===== config.mk =====
export PLATFORM = sky130hd
export DESIGN_NAME = jssb_ram
export DESIGN_NICKNAME = d
export VERILOG_FILES = /design/src/rtl/core/jssb_ram.sv
export SDC_FILE = /design/constraint.sdc
export NUM_CORES = 1
export LEC_CHECK = 0
export BUFFER_PORTS_ARGS = -buffer_cell sky130_fd_sc_hd__buf_2
export CORE_AREA = 2 2 105 107
export CTS_BUF_LIST = sky130_fd_sc_hd__clkbuf_4
export CTS_CLUSTER_SIZE = 12
export DETAILED_ROUTE_END_ITERATION = 6
export DIE_AREA = 0 0 107 109
export HOLD_SLACK_MARGIN = 0.08
export MAX_ROUTING_LAYER = met4
export PLACE_DENSITY = 0.73
export SLEW_MARGIN = 20
export SYNTH_ARGS = -nofsm -noshare
export SYNTH_HDL_FRONTEND = slang
export SYNTH_SLANG_ARGS = --single-unit
export TNS_END_PERCENT = 30

===== constraint.sdc =====
create_clock -name clk -period 2.1 [get_ports clk]
set_clock_uncertainty 0.05 [all_clocks]
set_input_delay 0.42 -clock clk [delete_from_list [all_inputs] [get_ports clk]]
set_output_delay 0.42 -clock clk [all_outputs]
set_load 0.05 [all_outputs]

===== src/rtl/core/jssb_ram.sv =====
// Generic single-write, single-read RAM with registered read data.
module jssb_ram #(
  parameter int WIDTH = 8,
  parameter int DEPTH = 16
) (
  input  logic                     clk,
  input  logic                     we,
  input  logic [$clog2(DEPTH)-1:0] waddr,
  input  logic [WIDTH-1:0]         wdata,
  input  logic [$clog2(DEPTH)-1:0] raddr,
  output logic [WIDTH-1:0]         rdata
);
  logic [WIDTH-1:0] mem [DEPTH];

  always_ff @(posedge clk) begin
    if (we) begin
      mem[waddr] <= wdata;
    end
    rdata <= mem[raddr];
  end
endmodule


==> flow_metrics.tcl, run 1 <==
set metrics [dict create \
    status "finished clean" \
    grt_max_degree 33 \
    synth_warnings 0 \
    drtIter0Drc 211 \
    holdBufCountCts 0 \
    worstPathArrival_ns 1.17 \
    overflow 0 \
    leakagePower_nw 1.945 \
    hold_class "primary input to flop" \
    slowest_delay_ns 0.38 \
    grt_pass1_vias 2461 \
    fmax_mhz 609.2 \
    syn-num-nets 247 \
    tightest_slew_ns 0.4063 \
    postCtsSetupRepairBufs 0 \
    maxCapViolations 0 \
    worstPathRequired_ns 1.63 \
    cp_slowest_cell "dfxtp_1" \
    setup_violations 0 \
    pin_count 26 \
    crit_family "flip-flops" \
    start_kind "flop" \
    post-route-period-util 0.7817 \
    dr.pass1.iters 4 \
    die_h_um 109 \
    htree_num_levels 4 \
    gp_congestion 0.7416 \
    root_buffer "clkbuf_4" \
    layout_common_cells "128 x edfxtp_1, 25 x buf_2, 21 x clkbuf_4" \
    core-area_um2 10600 \
    grt_pass1_wl_mm 14.72 \
    min_period_ns 1.642 \
    viasPerCell 5.651 \
    synthToLayoutAreaGrowth_pct 12.20 \
    ant_nets 0 \
    synth_cells 229 \
    cts.sinks 136 \
    n_fill_cell 796 \
    hold_viol_final 0 \
    portBuffers 25 \
    ir_drop_v 0.0003669 \
    cp_max_fo 1 \
    tritoncts "yes" \
    final_nets 302 \
    numCtsBuffers 17 \
    clockBufferDepth 2 \
    fin_tns_setup_ns 0 \
    multi_input_area_um2 1057 \
    relSlewSlack 0.7291 \
    yosysSeqAreaShare 0.7778 \
    syn_area_um2 5147 \
    postCtsResizedCells 0 \
    start_util 0.4855 \
    synth.avg_cell_area_um2 22.48 \
    slew_violations 0 \
    die_area_um2 11660 \
    ys_ff_latch 136 \
    final_core_util 0.5447 \
    cts.clk_slew.worst_paths_ns 0.11 \
    placementRows 38 \
    drive_gt1_frac 0.3027 \
    cp_num_buf_inv 1 \
    clkLatencyLatePin_ns 0.52 \
    synth_cell_types 19 \
    drc 0 \
    track_usage 0.1893 \
    wl_per_cell_um 22.15 \
    regArea_um2 4004 \
    dp_hpwl_mm 6.270 \
    crit_path_end_kind "primary output" \
    critPathKind "flop to primary output" \
    antenna_found_initial 1 \
    route.vias.total 2458 \
    drt-total-wl_mm 9.634 \
    crit_chain "buf_2" \
    die_x_um 107 \
    layout_commonest_cell "edfxtp_1" \
    rsz0062_at_grt "false" \
    p_per_area_nw_per_um2 829.9 \
]
cell usage after synthesis, drive strengths merged:
cell	number	area [um2]
mux4	32	773.2
nand2	9	33.78
nand2b	2	12.51
nand3b	2	15.01
nor2b	1	6.260
nor2	13	48.80
clkdlybuf4s25	3	30.03
nand3	1	5.000
edfxtp	128	3844
and2	1	6.260
dfxtp	8	160.2
or3b	1	8.760
a22oi	16	120.1
buf	7	56.30
nor3	4	20.02
and2b	1	7.510
metrics by stage:
step	instances	setup slack (ns)	cell area, um2	total power [mW]	hold WS [ns]
after global placement	405	0.1352	5557	3.454	0.6081
after floorplan	229	0.1371	5147	3.322	0.4689
after CTS	434	0.4121	5773	4.825	0.1990
final	435	0.4585	5776	4.793	0.2310
after detailed placement	405	0.1461	5557	3.464	0.6164
after global routing	435	0.3855	5776	4.964	0.1918
layer usage:
| layer | global-route usage | vias to the layer above | share of wire |
|---|---|---|---|
| met5 | - | - | 0 |
| met1 | 0.2432 | 1281 | 0.43 |
| li1 | - | 1085 | - |
| met3 | 0.05499 | 11 | 0.057 |
| met4 | 0.06401 | 0 | 0.014 |
| met2 | 0.2944 | 81 | 0.50 |
area by class of cell:
| type | count | share of cell area |
|---|---|---|
| multi-input combinational | 83 | 0.1831 |
| timing repair buffer | 46 | 0.05546 |
| sequential | 136 | 0.6932 |
| antenna | 1 | 0.0004333 |
| tap | 140 | 0.03033 |
| clock buffer | 21 | 0.02730 |
| clock inverter | 8 | 0.01018 |
power by group:
group | internal (mW) | switching, mW
clock | 0.597 | 0.799
combinational | 0.128 | 0.220
sequential | 3.03 | 0.0199
worst paths after layout:
kind              startpoint         end  slack (ns)  cells after the start
hold reg to reg   mem[14][4]    rdata[4]        0.63                      3
setup / recovery    rdata[7]    rdata[7]        0.46                      1
hold / removal      wdata[4]  mem[10][4]        0.23                      1
setup reg to reg  mem[10][7]    rdata[7]        0.68                      3
sequential cells by signal, indices dropped and copies added (netlist names):
name and flops:
rdata 8, mem 128
kinds of logic (layout without fill, tap and decap cells):
family / Yosys count / count (layout) / share of synthesized area
buffers and inverters: 10 / 75 / 0.01677
muxes: 32 / 32 / 0.1502
other: 0 / 1 / 0
DFF: 136 / 136 / 0.7778
and+or+nand+nor: 35 / 35 / 0.03184
AOI/OAI and AO/OA: 16 / 16 / 0.02334
Note: power is estimated with default switching activity, not from simulation.
==> run 2, diff against run 1 <==
- PLACE_DENSITY: 0.73 -> 0.76
- clock period: 2.1 -> 1.5 ns (I/O delays scaled with it)
==> flow_metrics.tcl, run 2 (synthesis results as in run 1) <==
set metrics [dict create \
    rsz0062_at_grt "false" \
    p_int_mw 5.215 \
    cp_slowest_cell "dfxtp_1" \
    slowest_delay_ns 0.36 \
    critPathCapture "rdata[4]" \
    layout_setup_ws_ns 0.06434 \
    start_util 0.4855 \
    cp_max_fo 1 \
    wl_per_cell_um 21.58 \
    clockBufferDepth 2 \
    placementRows 38 \
    ant_nets 0 \
    top_register "mem" \
    relSlewSlack 0.5410 \
    diodes 0 \
    hold_path_depth 1 \
    power_switching_mw 1.496 \
    r2r_slack_ns 0.10 \
    numCtsBuffers 17 \
    final_nets 314 \
    antenna_found_initial 0 \
    worstPathArrival_ns 1.09 \
    grt_pass1_wl_mm 15.06 \
    route.vias.total 2495 \
    viasPerCell 5.569 \
    htree_num_levels 4 \
    switching_share 0.2229 \
    gp_congestion 0.7531 \
    tritoncts "yes" \
    min_period_ns 1.436 \
    layout_commonest_cell "edfxtp_1" \
    cts.sinks 136 \
    cp_num_buf_inv 1 \
    maxCapViolations 0 \
    fmax_mhz 696.5 \
    hold_slack_ns 0.1241 \
    cp.depth 1 \
    grt_pass1_vias 2620 \
    grt_max_degree 23 \
    track_usage 0.1927 \
    hold_class "primary input to flop" \
    post-route-period-util 0.9571 \
    pin_count 26 \
    regArea_um2 4005 \
    portBuffers 25 \
    setup_violations 0 \
    postCtsSetupRepairBufs 0 \
    status "finished clean" \
    clkLatencyLatePin_ns 0.52 \
    dp_hpwl_mm 6.329 \
    hold_viol_final 0 \
    r2r_cells 3 \
    root_buffer "clkbuf_4" \
    drtIter0Drc 221 \
    drc 0 \
    dr.pass1.iters 4 \
    drt-total-wl_mm 9.667 \
    crit_family "flip-flops" \
    final_core_util 0.5596 \
    reg2reg_to "rdata[0]" \
    n_fill_cell 772 \
    leakagePower_nw 2.015 \
    tightest_slew_ns 0.6859 \
    power_frac_seq 0.636 \
    die_area_um2 11660 \
    core-area_um2 10600 \
    crit_path_end_kind "primary output" \
    cp-startpoint "rdata[4]" \
    drive_gt1_frac 0.3377 \
    cts.clk_slew.worst_paths_ns 0.10 \
    largest_reg_flops 128 \
    critPathKind "flop to primary output" \
    slew_violations 0 \
    start_kind "flop" \
    ir_drop_v 0.0004151 \
    p_per_area_nw_per_um2 1131 \
    reg2reg_from "mem[2][0]" \
    die_h_um 109 \
    pwr-share-clk 0.285 \
    combPwrFrac 0.079 \
    final_area_um2 5933 \
    worstPathRequired_ns 1.15 \
    overflow 0 \
    die_x_um 107 \
    synthToLayoutAreaGrowth_pct 15.26 \
    layout_common_cells "128 x edfxtp_1, 29 x clkbuf_4, 24 x buf_4" \
    multi_input_area_um2 1072 \
    pre_cts_ws_ns -0.3060 \
    dpl_cell_area_um2 5612 \
    crit_chain "buf_4" \
    largestRegisters "mem x128, rdata x8" \
]
## run 2: cell count changes in the layout (fill, tap and decap cells not counted), moves of 2 or more
cell	previous run	this run
buf_4	18	24
clkinv_1	5	1
a22oi_2	0	2
clkbuf_4	21	29
a22oi_1	16	14
clkinv_2	2	5
buf_2	25	17
dlygate4sd3_1	0	7
## run 2: how the worst min path moves through the flow
stage                     from         to
floorplan             wdata[0]  mem[0][0]
global placement    mem[14][2]   rdata[2]
detailed placement  mem[15][2]   rdata[2]
CTS                   wdata[5]  mem[7][5]
global route          wdata[5]  mem[7][5]
finish                wdata[5]  mem[4][5]
## run 2: layout make-up
cell class | instances | share of cell area
clock inverters | 7 | 0.006116
clock buffers | 24 | 0.03037
flip-flops and latches | 136 | 0.6750
repair buffers | 58 | 0.07824
well taps | 140 | 0.02952
multi-input cells | 83 | 0.1807
## run 2: stage by stage
stage	TNS, ns	std cells	power (mW)
floorplan	-4.254	229	4.651
global placement	-4.202	410	4.834
detailed placement	-5.081	410	4.858
CTS	0	448	6.758
global route	0	448	6.990
finish	0	448	6.711
## run 2: layer usage
metal	vias to the layer above	share of wire	wire length, um	GRT usage
li1	1110	-	-	-
met1	1302	0.40	3881	0.2230
met2	67	0.54	5173	0.3203
met3	16	0.043	418	0.05439
met4	0	0.020	193	0.07978
met5	-	0	0	-
## run 2: power groups by stage
stage | sequential (mW) | combinational, mW | clock (mW)
after floorplan | 4.43 | 0.216 | 0
after global placement | 4.35 | 0.486 | 0
after detailed placement | 4.35 | 0.504 | 0
after CTS | 4.27 | 0.526 | 1.96
after global routing | 4.28 | 0.570 | 2.14
final | 4.27 | 0.532 | 1.91
## run 2: timing repair
item                                   in CTS  in global routing
endpoints found under the hold margin      72                  0
cloned                                      0                  0
setup endpoints to repair                   3                  8
gates resized for setup                     4                  8
hold buffers                                7                  0
==> run 3, diff against run 2 <==
- ABC_AREA: not set -> 1
- CORE_AREA: 2 2 105 107 -> 2 2 111 113
- DIE_AREA: 0 0 107 109 -> 0 0 113 115
- PLACE_DENSITY: 0.76 -> 0.75
==> flow_metrics.tcl, run 3 <==
set metrics [dict create \
    status "complete, but fails checks" \
    failed_checks "DRC" \
    slew_violations 0 \
    synth_cell_types 12 \
    drc 7 \
    yosysSeqAreaShare 0.6943 \
    crit_path_end_kind "primary output" \
    synth_top_area_frac 0.6665 \
    synthToLayoutAreaGrowth_pct 10.91 \
    start_util 0.4882 \
    htree_num_levels 4 \
    fin_tns_setup_ns 0 \
    synth_edf_count 128 \
    synthTopCellsByArea "edfxtp_1 67%, nand2_1 11%, nand3_1 8.4%" \
    drive_gt1_frac 0.1328 \
    start_kind "flop" \
    root_buffer "clkbuf_4" \
    synth_ff_type "edfxtp_1" \
    worstPathArrival_ns 1.09 \
    yosys.cell_count.top_type "nand2_1" \
    grt_pass1_vias 3678 \
    post-route-period-util 0.9593 \
    synth-async-reset-ratio 0 \
    maxCapViolations 0 \
    core-area_um2 11810 \
    numCtsBuffers 17 \
    hold_viol_final 0 \
    synth_cells 551 \
    route.vias.total 3847 \
    cts.sinks 136 \
    hold_class "primary input to flop" \
    overflow 0 \
    layoutNonFillerInstCount 758 \
    relSlewSlack 0.7419 \
    drt-total-wl_mm 12.25 \
    syn-num-nets 569 \
    dp_hpwl_mm 7.794 \
    grt_max_degree 44 \
    portBuffers 25 \
    p_per_area_nw_per_um2 1058 \
    crit_chain "buf_2" \
    layout_commonest_cell "nand2_1" \
    dpl_cell_area_um2 6162 \
    hold_slack_ns 0.1324 \
    largestRegisters "mem x128, rdata x8" \
    critPathKind "flop to primary output" \
    top_register "mem" \
    synth.avg_cell_area_um2 10.47 \
    clkLatencyLatePin_ns 0.53 \
    min_period_ns 1.439 \
    synth.largest_area_cell "edfxtp_1" \
    placementRows 40 \
    cp_max_fo 1 \
    synth_warnings 0 \
    track_usage 0.2083 \
    ant_nets 0 \
    die_h_um 115 \
    ys_ff_latch 136 \
    wl_per_cell_um 16.16 \
    place_inst 726 \
    setup_violations 0 \
    dr.pass1.iters 7 \
    final_area_um2 6396 \
    cp_num_buf_inv 1 \
    worstPathRequired_ns 1.15 \
    syn_area_um2 5767 \
    synth_common_cells "173 x nand2_1, 128 x edfxtp_1, 100 x inv_1" \
    grt_pass1_wl_mm 19.56 \
    die_area_um2 13000 \
    layout_setup_ws_ns 0.06107 \
    layout_common_cells "173 x nand2_1, 128 x edfxtp_1, 100 x inv_1" \
    slowest_delay_ns 0.32 \
    drtIter0Drc 350 \
    die_x_um 113 \
    tritoncts "yes" \
    pin_count 26 \
    rsz0062_at_grt "false" \
    largest_reg_flops 128 \
    clockBufferDepth 2 \
    fmax_mhz 695.0 \
    antenna_found_initial 1 \
    ir_drop_v 0.0004301 \
    gp_congestion 0.8584 \
    cts.clk_slew.worst_paths_ns 0.11 \
    tightest_slew_ns 0.3872 \
    viasPerCell 5.075 \
    pre_cts_ws_ns 0.05262 \
    leakagePower_nw 2.805 \
    crit_family "flip-flops" \
    final_nets 616 \
    cp_slowest_cell "dfxtp_1" \
]
==> run 3: final timing paths <==
| check | cells after the start | from | to | slack, ns |
|---|---|---|---|---|
| worst max-delay path | 1 | rdata[0] | rdata[0] | 0.06 |
| worst min-delay path | 1 | wdata[5] | mem[6][5] | 0.13 |
| worst max register to register | 6 | mem[9][4] | rdata[4] | 0.42 |
| worst min register to register | 6 | mem[2][3] | rdata[3] | 0.63 |
==> run 3: stage by stage <==
| step | total power, mW | util |
|---|---|---|
| after floorplan | 4.735 | - |
| after global placement | 4.951 | 0.5217 |
| after detailed placement | 4.966 | 0.5217 |
| after CTS | 6.796 | 0.5401 |
| after global routing | 7.047 | 0.5415 |
| final | 6.768 | 0.5415 |
==> run 3: area by class of cell <==
class | instances | area [um2]
Antenna cell | 1 | 2.502
Clock buffer | 22 | 165.2
Clock inverter | 9 | 38.79
Fill cell | 999 | 5415
Inverter | 102 | 382.9
Multi-Input combinational cell | 289 | 1214
Sequential cell | 136 | 4005
Tap cell | 147 | 183.9
Timing Repair Buffer | 52 | 404.1
==> run 3: cell families (layout without fill, tap and decap cells) <==
| logic type | count (synthesis) | in the layout | share of synthesized area |
|---|---|---|---|
| and+or+nand+nor | 289 | 289 | 0.2105 |
| DFF | 136 | 136 | 0.6943 |
| buffers and inverters | 126 | 185 | 0.09525 |
| other | 0 | 1 | 0 |
==> run 3: report_power, final <==
part           total [mW]  switching (mW)  leakage (nW)  internal (mW)
Combinational       0.629           0.440          1.46          0.189
Sequential           4.27          0.0294          1.22           4.24
Clock                1.87            1.17         0.125          0.699
Total                6.77            1.64          2.81           5.13
==> run 3: routing by layer <==
| metal | global-route usage | part of all wire | vias up |
|---|---|---|---|
| met1 | 0.2796 | 0.43 | 1766 |
| met4 | 0.09268 | 0.024 | 0 |
| met3 | 0.04744 | 0.081 | 28 |
| met5 | - | 0 | - |
| met2 | 0.3066 | 0.47 | 186 |
| li1 | - | - | 1867 |
==> run 3: what timing repair did <==
item / 4_1_cts / 5_1_grt
endpoints found under the setup margin: 4 / 5
endpoints found under the hold margin: 0 / 0
hold buffers: 0 / 0
resized for setup: 5 / 5
buffers inserted: 0 / 0
